$ cat config.mk
export PLATFORM = sky130hd
export DESIGN_NAME = rational_arithmetic_unit
export DESIGN_NICKNAME = d
export VERILOG_FILES = /design/src/hw/rtl/rau_pkg.sv /design/src/hw/rtl/rau_front.sv /design/src/hw/rtl/rau_queue.sv /design/src/hw/rtl/rau_div.sv /design/src/hw/rtl/rau_back.sv /design/src/hw/rtl/rational_arithmetic_unit.sv
export SDC_FILE = /design/constraint.sdc
export NUM_CORES = 2
export LEC_CHECK = 0
export BUFFER_PORTS_ARGS = -buffer_cell sky130_fd_sc_hd__buf_2
export CAP_MARGIN = 5
export CORE_AREA = 10 10 429 431
export DETAILED_ROUTE_END_ITERATION = 12
export DIE_AREA = 0 0 439 441
export SYNTH_ARGS = -nofsm -noshare
export SYNTH_HDL_FRONTEND = slang
export SYNTH_HIERARCHICAL = 1
export SYNTH_SLANG_ARGS = --single-unit
export TNS_END_PERCENT = 20
$ cat constraint.sdc
create_clock -name clk -period 6.15 [get_ports clk]
set_input_delay 1.23 -clock clk [delete_from_list [all_inputs] [get_ports clk]]
set_output_delay 1.23 -clock clk [all_outputs]
set_load 0.005 [all_outputs]
$ cat src/hw/rtl/rau_pkg.sv
`timescale 1ns / 1ps
// ----------------------------------------------------------------------------
// rau_pkg - shared types and constants of the rational arithmetic unit
// Operand and result widths, operation codes, front-to-back request format.
// ----------------------------------------------------------------------------
package rau_pkg;

	localparam int OPERAND_WIDTH = 16;
	localparam int NUM_OUT_W     = 33;
	localparam int DEN_OUT_W     = 32;
	localparam int OP_W          = 3;

	// full-precision signed cross-product result and its magnitude
	localparam int PROD_W = 2 * OPERAND_WIDTH;
	localparam int FULL_W = 2 * OPERAND_WIDTH + 1;
	localparam int MAG_W  = 2 * OPERAND_WIDTH + 1;
	localparam int CNT_W  = $clog2(MAG_W + 1);

	localparam logic [OP_W-1:0] OP_ADD   = 3'd0;
	localparam logic [OP_W-1:0] OP_SUB   = 3'd1;
	localparam logic [OP_W-1:0] OP_MUL   = 3'd2;
	localparam logic [OP_W-1:0] OP_DIV   = 3'd3;
	localparam logic [OP_W-1:0] OP_RECIP = 3'd4;

	typedef logic signed [OPERAND_WIDTH-1:0] operand_t;
	typedef logic [MAG_W-1:0] mag_t;

	// how the back part treats a request
	typedef logic [1:0] kind_t;
	localparam kind_t KIND_REDUCE  = 2'd0;
	localparam kind_t KIND_ZERODEN = 2'd1;
	localparam kind_t KIND_BADOP   = 2'd2;

	typedef struct packed {
		kind_t kind;
		logic  num_neg;
		logic  den_neg;
		mag_t  num_mag;
		mag_t  den_mag;
	} req_t;

endpackage

$ cat src/hw/rtl/rau_front.sv
`timescale 1ns / 1ps
// ----------------------------------------------------------------------------
// rau_front - operand intake and classification
// Stage 1 forms the cross products, stage 2 combines them and classifies.
// ----------------------------------------------------------------------------
module rau_front (
	input  logic                            clk,
	input  logic                            arst_n,
	input  logic                            push,
	output logic                            full,
	input  logic [rau_pkg::OP_W-1:0]        op,
	input  rau_pkg::operand_t               a_num,
	input  rau_pkg::operand_t               a_den,
	input  rau_pkg::operand_t               b_num,
	input  rau_pkg::operand_t               b_den,
	output logic                            req_push,
	output rau_pkg::req_t                   req,
	input  logic                            req_full
);
	import rau_pkg::*;

	logic                     valid_s1, valid_s2;
	logic [OP_W-1:0]          op_s1;
	logic signed [PROD_W-1:0] p0_s1, p1_s1, p2_s1;
	operand_t                 an_s1, ad_s1;
	req_t                     req_s2;

	logic                     ready_s2, ready_s1, take;
	logic signed [FULL_W-1:0] num, den;
	kind_t                    kind;
	operand_t                 m0, m2;

	assign ready_s2 = !valid_s2 || !req_full;
	assign ready_s1 = !valid_s1 || ready_s2;
	assign full     = !ready_s1;
	assign take     = push && ready_s1;
	assign req_push = valid_s2 && !req_full;
	assign req      = req_s2;

	assign m0 = (op == OP_MUL) ? b_num : b_den;
	assign m2 = (op == OP_DIV) ? b_num : b_den;

	always_comb begin
		kind = KIND_REDUCE;
		num  = '0;
		den  = FULL_W'(p2_s1);
		unique case (op_s1)
			OP_ADD:   num = FULL_W'(p0_s1) + FULL_W'(p1_s1);
			OP_SUB:   num = FULL_W'(p0_s1) - FULL_W'(p1_s1);
			OP_MUL,
			OP_DIV:   num = FULL_W'(p0_s1);
			OP_RECIP: begin
				num = FULL_W'(ad_s1);
				den = FULL_W'(an_s1);
			end
			default:  kind = KIND_BADOP;
		endcase
		if (kind == KIND_REDUCE && den == '0)
			kind = KIND_ZERODEN;
	end

	always_ff @(posedge clk or negedge arst_n) begin
		if (!arst_n) begin
			valid_s1 <= 1'b0;
			valid_s2 <= 1'b0;
		end else begin
			if (ready_s1)
				valid_s1 <= push;
			if (ready_s2)
				valid_s2 <= valid_s1;
		end
	end

	always_ff @(posedge clk) begin
		if (take) begin
			op_s1 <= op;
			p0_s1 <= a_num * m0;
			p1_s1 <= b_num * a_den;
			p2_s1 <= a_den * m2;
			an_s1 <= a_num;
			ad_s1 <= a_den;
		end
		if (ready_s2 && valid_s1) begin
			req_s2.kind    <= kind;
			req_s2.num_neg <= num[FULL_W-1];
			req_s2.den_neg <= den[FULL_W-1];
			req_s2.num_mag <= num[FULL_W-1] ? MAG_W'(-num) : MAG_W'(num);
			req_s2.den_mag <= den[FULL_W-1] ? MAG_W'(-den) : MAG_W'(den);
		end
	end

endmodule

$ cat src/hw/rtl/rau_queue.sv
`timescale 1ns / 1ps
// ----------------------------------------------------------------------------
// rau_queue - two-entry request queue between front and back
// ----------------------------------------------------------------------------
module rau_queue (
	input  logic          clk,
	input  logic          arst_n,
	input  logic          wr,
	input  rau_pkg::req_t wr_data,
	output logic          q_full,
	input  logic          rd,
	output rau_pkg::req_t rd_data,
	output logic          q_empty
);
	import rau_pkg::*;

	req_t       mem_q [2];
	logic       wptr_q, rptr_q;
	logic [1:0] count_q;

	assign q_full  = (count_q == 2'd2);
	assign q_empty = (count_q == 2'd0);
	assign rd_data = mem_q[rptr_q];

	always_ff @(posedge clk or negedge arst_n) begin
		if (!arst_n) begin
			wptr_q  <= 1'b0;
			rptr_q  <= 1'b0;
			count_q <= 2'd0;
		end else begin
			if (wr)
				wptr_q <= !wptr_q;
			if (rd)
				rptr_q <= !rptr_q;
			count_q <= count_q + {1'b0, wr} - {1'b0, rd};
		end
	end

	always_ff @(posedge clk) begin
		if (wr)
			mem_q[wptr_q] <= wr_data;
	end

endmodule

$ cat src/hw/rtl/rau_div.sv
`timescale 1ns / 1ps
// ----------------------------------------------------------------------------
// rau_div - bit-serial restoring divider
// One quotient bit per cycle; quotient and remainder valid when done is high.
// ----------------------------------------------------------------------------
module rau_div (
	input  logic                 clk,
	input  logic                 arst_n,
	input  logic                 start,
	input  rau_pkg::mag_t        dividend,
	input  rau_pkg::mag_t        divisor,
	output logic                 done,
	output rau_pkg::mag_t        quo,
	output rau_pkg::mag_t        rem
);
	import rau_pkg::*;

	mag_t             rem_q, quo_q, dvs_q;
	logic [CNT_W-1:0] cnt_q;
	logic             busy_q;
	logic [MAG_W:0]   shifted;
	logic [MAG_W+1:0] diff;

	assign shifted = {rem_q, quo_q[MAG_W-1]};
	assign diff    = {1'b0, shifted} - {2'b00, dvs_q};
	assign quo     = quo_q;
	assign rem     = rem_q;

	always_ff @(posedge clk or negedge arst_n) begin
		if (!arst_n) begin
			busy_q <= 1'b0;
			done   <= 1'b0;
			cnt_q  <= '0;
		end else begin
			done <= 1'b0;
			if (start) begin
				busy_q <= 1'b1;
				cnt_q  <= CNT_W'(MAG_W);
			end else if (busy_q) begin
				cnt_q <= cnt_q - 1'b1;
				if (cnt_q == CNT_W'(1)) begin
					busy_q <= 1'b0;
					done   <= 1'b1;
				end
			end
		end
	end

	always_ff @(posedge clk) begin
		if (start) begin
			rem_q <= '0;
			quo_q <= dividend;
			dvs_q <= divisor;
		end else if (busy_q) begin
			if (diff[MAG_W+1]) begin
				rem_q <= shifted[MAG_W-1:0];
				quo_q <= {quo_q[MAG_W-2:0], 1'b0};
			end else begin
				rem_q <= diff[MAG_W-1:0];
				quo_q <= {quo_q[MAG_W-2:0], 1'b1};
			end
		end
	end

endmodule

$ cat src/hw/rtl/rau_back.sv
`timescale 1ns / 1ps
// ----------------------------------------------------------------------------
// rau_back - Euclid reduction and result register
// Runs the gcd on the shared divider, divides both terms by it, holds result.
// ----------------------------------------------------------------------------
module rau_back (
	input  logic                                clk,
	input  logic                                arst_n,
	input  rau_pkg::req_t                       req,
	input  logic                                q_empty,
	output logic                                req_pop,
	input  logic                                pop,
	output logic                                empty,
	output logic signed [rau_pkg::NUM_OUT_W-1:0] res_num,
	output logic signed [rau_pkg::DEN_OUT_W-1:0] res_den,
	output logic                                zero_den
);
	import rau_pkg::*;

	localparam logic [2:0] ST_IDLE = 3'd0;
	localparam logic [2:0] ST_GCD  = 3'd1;
	localparam logic [2:0] ST_NUMQ = 3'd2;
	localparam logic [2:0] ST_DENQ = 3'd3;
	localparam logic [2:0] ST_DONE = 3'd4;

	logic [2:0]               state_q;
	req_t                     cur_q;
	mag_t                     big_q, small_q, g_q, nq_q;
	logic                     out_valid_q;
	logic signed [NUM_OUT_W-1:0] fin_num_q;
	logic signed [DEN_OUT_W-1:0] fin_den_q;
	logic                     fin_err_q;
	logic                     first_q;

	logic                     div_start, div_done;
	mag_t                     div_a, div_b, quo, rem;
	logic                     load_out;
	logic                     gcd_found;
	logic signed [FULL_W-1:0] sn, sd;

	rau_div u_div (
		.clk      (clk),
		.arst_n   (arst_n),
		.start    (div_start),
		.dividend (div_a),
		.divisor  (div_b),
		.done     (div_done),
		.quo      (quo),
		.rem      (rem)
	);

	assign req_pop  = (state_q == ST_IDLE) && !q_empty;
	assign load_out = (state_q == ST_DONE) && (!out_valid_q || pop);
	assign empty    = !out_valid_q;

	// gcd known: either the smaller term is zero on entry, or a remainder hit zero
	assign gcd_found = (state_q == ST_GCD) &&
	                   ((first_q && small_q == '0) || (!first_q && div_done && rem == '0));

	always_comb begin
		div_start = 1'b0;
		div_a     = big_q;
		div_b     = small_q;
		unique case (state_q)
			ST_GCD: begin
				if (first_q) begin
					// first Euclid step, or straight to the numerator divide
					div_start = 1'b1;
					if (small_q == '0) begin
						div_a = cur_q.num_mag;
						div_b = big_q;
					end
				end else if (div_done) begin
					div_start = 1'b1;
					if (rem != '0) begin
						div_a = small_q;
						div_b = rem;
					end else begin
						div_a = cur_q.num_mag;
						div_b = small_q;
					end
				end
			end
			ST_NUMQ: begin
				div_start = div_done;
				div_a     = cur_q.den_mag;
				div_b     = g_q;
			end
			default: ;
		endcase
	end

	assign sn = cur_q.num_neg ? -$signed(FULL_W'(nq_q)) : $signed(FULL_W'(nq_q));
	assign sd = cur_q.den_neg ? -$signed(FULL_W'(quo)) : $signed(FULL_W'(quo));

	always_ff @(posedge clk or negedge arst_n) begin
		if (!arst_n) begin
			state_q     <= ST_IDLE;
			out_valid_q <= 1'b0;
		end else begin
			if (load_out)
				out_valid_q <= 1'b1;
			else if (pop)
				out_valid_q <= 1'b0;
			unique case (state_q)
				ST_IDLE: begin
					if (!q_empty) begin
						if (req.kind != KIND_REDUCE)
							state_q <= ST_DONE;
						else
							state_q <= ST_GCD;
					end
				end
				ST_GCD:  if (gcd_found) state_q <= ST_NUMQ;
				ST_NUMQ: if (div_done) state_q <= ST_DENQ;
				ST_DENQ: if (div_done) state_q <= ST_DONE;
				ST_DONE: if (load_out) state_q <= ST_IDLE;
				default: state_q <= ST_IDLE;
			endcase
		end
	end

	// high in the first cycle of ST_GCD
	always_ff @(posedge clk or negedge arst_n) begin
		if (!arst_n)
			first_q <= 1'b0;
		else
			first_q <= req_pop && req.kind == KIND_REDUCE;
	end

	always_ff @(posedge clk) begin
		if (req_pop) begin
			cur_q   <= req;
			big_q   <= (req.num_mag > req.den_mag) ? req.num_mag : req.den_mag;
			small_q <= (req.num_mag > req.den_mag) ? req.den_mag : req.num_mag;
			fin_num_q <= '0;
			fin_den_q <= '0;
			fin_err_q <= (req.kind == KIND_ZERODEN);
		end
		if (state_q == ST_GCD && !first_q && div_done && rem != '0) begin
			big_q   <= small_q;
			small_q <= rem;
		end
		if (gcd_found)
			g_q <= first_q ? big_q : small_q;
		if (state_q == ST_NUMQ && div_done)
			nq_q <= quo;
		if (state_q == ST_DENQ && div_done) begin
			fin_num_q <= NUM_OUT_W'(sn);
			fin_den_q <= DEN_OUT_W'(sd);
		end
		if (load_out) begin
			res_num  <= fin_num_q;
			res_den  <= fin_den_q;
			zero_den <= fin_err_q;
		end
	end

endmodule

$ cat src/hw/rtl/rational_arithmetic_unit.sv
`timescale 1ns / 1ps
// ----------------------------------------------------------------------------
// rational_arithmetic_unit - fraction add/sub/mul/div/reciprocal with gcd
// Cross products in a two-stage front, Euclid reduction in an iterative back.
// ----------------------------------------------------------------------------
//  channel  | handshake            | payload
//  ---------+----------------------+------------------------------------------
//  request  | push / full          | op, a_num, a_den, b_num, b_den
//  result   | empty / pop          | res_num, res_den, zero_den
//
//  The front takes one request per cycle while full is low, into a two-entry
//  queue; the back reduces one request at a time. Each divider pass
//  produces one quotient bit per cycle (MAG_W = 33 bits).
//  Zero-denominator and undefined-op requests skip the divider.
//  arst_n clears all control state; the result register holds until popped.
// ----------------------------------------------------------------------------
module rational_arithmetic_unit (
	input  logic                                 clk,
	input  logic                                 arst_n,
	input  logic                                 push,
	output logic                                 full,
	input  logic [rau_pkg::OP_W-1:0]             op,
	input  rau_pkg::operand_t                    a_num,
	input  rau_pkg::operand_t                    a_den,
	input  rau_pkg::operand_t                    b_num,
	input  rau_pkg::operand_t                    b_den,
	output logic                                 empty,
	input  logic                                 pop,
	output logic signed [rau_pkg::NUM_OUT_W-1:0] res_num,
	output logic signed [rau_pkg::DEN_OUT_W-1:0] res_den,
	output logic                                 zero_den
);
	import rau_pkg::*;

	logic req_push, req_full, req_pop, q_empty;
	req_t req_in, req_out;

	// front: products and classification
	rau_front u_front (
		.clk      (clk),
		.arst_n   (arst_n),
		.push     (push),
		.full     (full),
		.op       (op),
		.a_num    (a_num),
		.a_den    (a_den),
		.b_num    (b_num),
		.b_den    (b_den),
		.req_push (req_push),
		.req      (req_in),
		.req_full (req_full)
	);

	// decoupling queue
	rau_queue u_queue (
		.clk     (clk),
		.arst_n  (arst_n),
		.wr      (req_push),
		.wr_data (req_in),
		.q_full  (req_full),
		.rd      (req_pop),
		.rd_data (req_out),
		.q_empty (q_empty)
	);

	// back: gcd reduction and result register
	rau_back u_back (
		.clk      (clk),
		.arst_n   (arst_n),
		.req      (req_out),
		.q_empty  (q_empty),
		.req_pop  (req_pop),
		.pop      (pop),
		.empty    (empty),
		.res_num  (res_num),
		.res_den  (res_den),
		.zero_den (zero_den)
	);

endmodule
# Word level (Yosys, flattened, before mapping)
# Memories as Yosys holds them, arrays and structs flattened.
# Cells that the tools add are included.
# classes
n_addsub,10
mul,3
div,0
magnitude_cmp,1
n_eq_ne,18
n_shift,0
muxes,56
n_bitwise,0
n_reduce_logical,46
# ops
op,count
2-to-1 mux 33 bit,22
2-to-1 mux 32 bit,5
one-hot mux 33 bit (2 select lines),2
one-hot mux 33 bit (4 select lines),1
zero test 33 bit,3
negator 33 bit,3
multiplier 16 x 16 -> 32 bit,3
subtractor 34 x 33 -> 35 bit,1
adder 32 x 32 -> 33 bit,1
greater-than comparator 33 bit,1
nonzero test 33 bit,1
subtractor 32 x 32 -> 33 bit,1
2-to-1 mux 16 bit,2
negator 32 bit,1
"== test 3 x 2 -> 1 bit, second input constant",6
2-to-1 mux 3 bit,6
logical AND 1 bit,16
one-hot mux 3 bit (5 select lines),1
2-to-1 mux 1 bit,13
2-to-1 mux 6 bit,2
nonzero test 2 bit,5
zero test 1 bit,9
"== test 3 x 1 -> 1 bit, second input constant",2
"== test 3 bit, second input constant",2
16 further kinds,25
# word_totals
regBits,651
latch_bits,0
mem_bits_rw,140
mem_bits_ro,0
inputBits,71
n_memories,1
# memory_table
memory,words,width,rd,rd_clocked_by_memory_dff,wr,line,text
u_queue.mem_q,2,70,1,0,1,rau_queue.sv:17,req_t mem_q [2];

# Logic depth before layout (Yosys ltp)
# logic_depth
depth_word,7
depth_mapped,29
mapped_depth_nobuf,26

# Modules after synthesis
# Netlist, hierarchy kept.
# by_module_without_submodules
mod,instances,cells_each,area_per_inst_um2
rau_front,1,4230,40587.7
rau_back,1,1453,17458.0
rau_div,1,594,6072.1
rau_queue,1,233,5599.1

# Least setup slack after synthesis
# OpenSTA, ideal clock, no wires.
# synth_timing
path_kind,input to register
start,input port op[0] in the netlist's numbering
end,"register u_front.p0_s1[30], data pin"
setup_time_ps,262
t_arrival_ps,8009
path_slack_ps,-2121
stages,27
path_buffers,3
cell_sequence,nor3b_1 clkbuf_1 buf_1 mux2_2 clkbuf_1 nand2_1 inv_1 fa_1 fa_1 fa_1 fa_1 fa_1 inv_1 fa_1 inv_1 ha_1 a21o_1 a21o_1 a21oi_1 nand2_1 a21oi_1 o21ai_0 a21oi_1 nor2b_1 o21ai_0 a21oi_1 xor2_1
# synth_between
elab_chain_cells,3
# synth_rtl
element,line,text
from (decl),rational_arithmetic_unit.sv:22,"input logic [rau_pkg::OP_W-1:0] op,"
== test 3 x 2 -> 1 bit,rau_front.sv:40,assign m0 = (op == OP_MUL) ? b_num : b_den;
2-to-1 mux 16 bit,rau_front.sv:40,
multiplier 16 x 16 -> 32 bit,rau_front.sv:77,p0_s1 <= a_num * m0;
to (signal assigned),rau_front.sv:77,
to (decl),rau_front.sv:24,"logic signed [PROD_W-1:0] p0_s1, p1_s1, p2_s1;"
# Every way passes these cells.
# A chain may end at the register's enable or synchronous reset.

# Final worst setup path
# layout_timing
start,input port op[0] in the netlist's numbering
end,"register u_front.p0_s1[31], data pin"
# The elaborated chain is that of the path after synthesis.

==> impl_metrics.yaml <==
status:
  outcome: "complete, but fails checks"
  violations: "negative setup slack"
synthesis:
  yosysUniqueCellTypes: 100
  ys_ff_latch: 791
  synth.area.top_cells: "edfxtp_1 32%, fa_1 23%, ha_1 6.4%, inv_1 5.4%, nand2_1 2.9%"
  synth_top_area_share_pct: 31.8
  postSynthCellCount: 6510
  synth_largest_area_cell: "edfxtp_1"
  ys_seq_area_share_pct: 33.5
  synth_edf_count: 739
  syn-num-nets: 7723
  synth_ff_type: "edfxtp_1"
  synth_area_um2: 69700
  yosysWarnings: 6
  synth_area_per_cell_um2: 10.7
  async_flop_share_pct: 2.40
grt:
  grt_pass1_wl_um: 299000
  grtUsageMet1_pct: 24.3
  grt_busiest_layer: "met2"
  use_met3_pct: 2.50
  overflow: 0
  antenna_found_initial: 2
  grt_max_degree: 71
  grtUsageTotal_pct: 19.6
  grt_pass1_vias: 52000
  gr-usage-met2_pct: 34.6
worst_setup_path:
  critPathArrivalTime_ns: 7.51
  worstSetupStartpointType: "primary input"
  required_ns: 6.58
  cp_max_fo: 7
  crit_path_end_kind: "flop"
  worst-setup-path-type: "primary input to flop"
sta:
  fin_crit_sh_pct: 115
  rsz0062_at_grt: "true"
  fmax_ghz: 0.141
  worst_slack_ns: -0.932
  slew_headroom_pct: 21.4
  setup_viol: 46
  period_needed_ns: 7.08
  worst_clock_skew_ns: 0.0693
  tightest_slew_ns: 1.18
  hold_violations: 0
  slew_violations: 0
placement:
  pre_cts_slack_ns: -1.67
  globalplace.congestion: 0.917
  dpl.hpwl_um: 151000
  port_buffers: 138
floorplanning:
  initial_core_util_pct: 39.8
  rows: 154
  die_w_um: 439
  io_pins: 139
  die_area_um2: 194000
  die_h_um: 441
  core-area_um2: 175000
detailed_routing:
  ant_nets: 0
  routedWlPerCell_um: 20.1
  drtIter0Drc: 3301
  routed-via-count: 49100
  vias_per_cell: 5.18
  routed_wirelength_um: 191000
  drt-pass1-iter-count: 5
  drc: 0
min_path:
  hold_path.class: "flop to flop"
cts:
  cts-root-buf: "clkbuf_16"
  clk_pin_slew_ns: 0.06
  h-tree-depth: 3
  cts_inserted_buffers: 83
  cts_hold_buffers: 0
  clk_latency_ns: 0.72
  cts_tree: "done"
  cts.sinks: 791
  clock_path_buffers: 3
cells_and_area:
  area_growth_syn_to_layout_pct: 16.9
  final_common_cell: "inv_1"
  drive_gt1_share_pct: 19.1
  fin_nets: 8286
  n_fill_cell: 16300
  most-common-layout-cells: "970 x inv_1, 758 x fa_1, 739 x edfxtp_1"
  regArea_um2: 23300
  multi_input_area_um2: 42700
job:
  maxCapViolations: 0
-- layer usage --
metal | up-vias | part of all wire (%)
met1 | 24800 | 41
li1 | 22800 | -
met4 | 0 | 4.1
met3 | 306 | 4.8
met5 | - | 0
met2 | 1216 | 50
-- final cells by class --
| cell class | count | area share [%] |
|---|---|---|
| sequential | 791 | 28.6 |
| tap | 2340 | 3.59 |
| multi-input combinational | 4442 | 52.5 |
| clock inverter | 43 | 0.603 |
| antenna | 6 | 0.0184 |
| timing repair buffer | 759 | 7.44 |
| clock buffer | 107 | 2.66 |
| inverter | 996 | 4.59 |
-- metrics by stage --
step / hold WS (ns) / instance area [µm²] / setup TNS [ns] / util [%] / instances
2_1_floorplan: 0.400 / 70200 / -43.62 / - / 6510
3_3_place_gp: 0.407 / 77400 / -69.84 / 44.1 / 9291
3_5_place_dp: 0.405 / 77400 / -73.12 / 44.1 / 9291
4_1_cts: 0.389 / 81000 / -19.49 / 46.2 / 9470
5_1_grt: 0.392 / 81500 / -33.64 / 46.5 / 9480
6_report: 0.401 / 81500 / -23.20 / 46.5 / 9484
-- cells in the mapped netlist, types with 16 or more instances --
cell type,count
a211oi_1,36
a21o_1,67
a21oi_1,337
a22oi_1,74
a31oi_1,22
and2_1,240
and3_1,17
buf_1,18
buf_2,24
clkbuf_1,224
dfrtp_1,19
dfxtp_1,33
edfxtp_1,739
fa_1,788
ha_1,354
inv_1,994
mux2_2,120
mux2_4,70
mux2i_1,175
nand2_1,542
nand2b_1,63
nand3_1,37
nand4_1,23
nor2_1,361
nor2b_1,164
nor3_1,52
nor4_1,42
o21a_1,24
o21ai_0,191
o21bai_1,27
o221ai_1,36
o31ai_1,45
or2_2,21
or3_1,16
xnor2_1,163
xor2_1,150
-- path summary, 6_finish.rpt --
kind,slack [ns],to,startpoint,cells after the start
min in group asynchronous,0.55,u_front/valid_s1,arst_n,1
hold reg to reg,0.40,u_back/res_den[13],u_back/fin_den_q[13],0
setup reg to reg,0.29,u_front/req[63],u_front/p1_s1[13],22
hold / removal,0.40,u_back/res_den[13],u_back/fin_den_q[13],0
setup / recovery,-0.93,u_front/p0_s1[31],op[0],27
max in group asynchronous,5.11,u_queue/rptr_q,arst_n,1
-- critical path, cell delays in order --
cell and delay (ns):
buf_8 0.10, nor3b_4 0.23, buf_12 0.16, buf_12 0.16, mux2_4 0.33, and2_4 0.14
fa_1 0.51, inv_2 0.05, fa_1 0.55, inv_2 0.04, fa_1 0.49, fa_1 0.53
fa_1 0.55, inv_1 0.05, fa_2 0.52, inv_2 0.04, ha_4 0.14, a21o_1 0.15
a21o_1 0.18, or3_4 0.36, o21bai_1 0.16, buf_4 0.16, nor2_2 0.05, nand4b_1 0.20
a21o_1 0.19, a21oi_2 0.12, xnor2_1 0.07
-- repair_timing --
item                       4_1_cts  5_1_grt
pin swaps                       82       71
gates resized for setup        176      102
setup buffers                   27       11
setup endpoints to repair       55       63
gates cloned                     3        0
-- logic make-up after synthesis --
kind of cell,Yosys count,synth area share (%)
flip-flops,791,33.5
buffers and inverters,1278,7.15
XOR/XNOR,314,3.97
AND/OR/NAND/NOR,1625,11.3
AO/OA/AOI/OAI,991,9.10
adder cells (fa/ha/maj),1142,29.0
multiplexers,369,6.02
-- state kept, by name (all words and copies together), names as in the netlist, 33 cells and up --
name,flops
u_back/big_q,33
u_back/cur_q,68
u_back/fin_num_q,33
u_back/g_q,33
u_back/nq_q,33
u_back/res_num,33
u_back/small_q,33
u_back/u_div/dvs_q,33
u_back/u_div/quo,33
u_back/u_div/rem,33
u_front/req,70
u_queue/mem_q,140
Power is not shown: default switching activity piles up to over one toggle a cycle in this logic, so the estimate is an artifact.
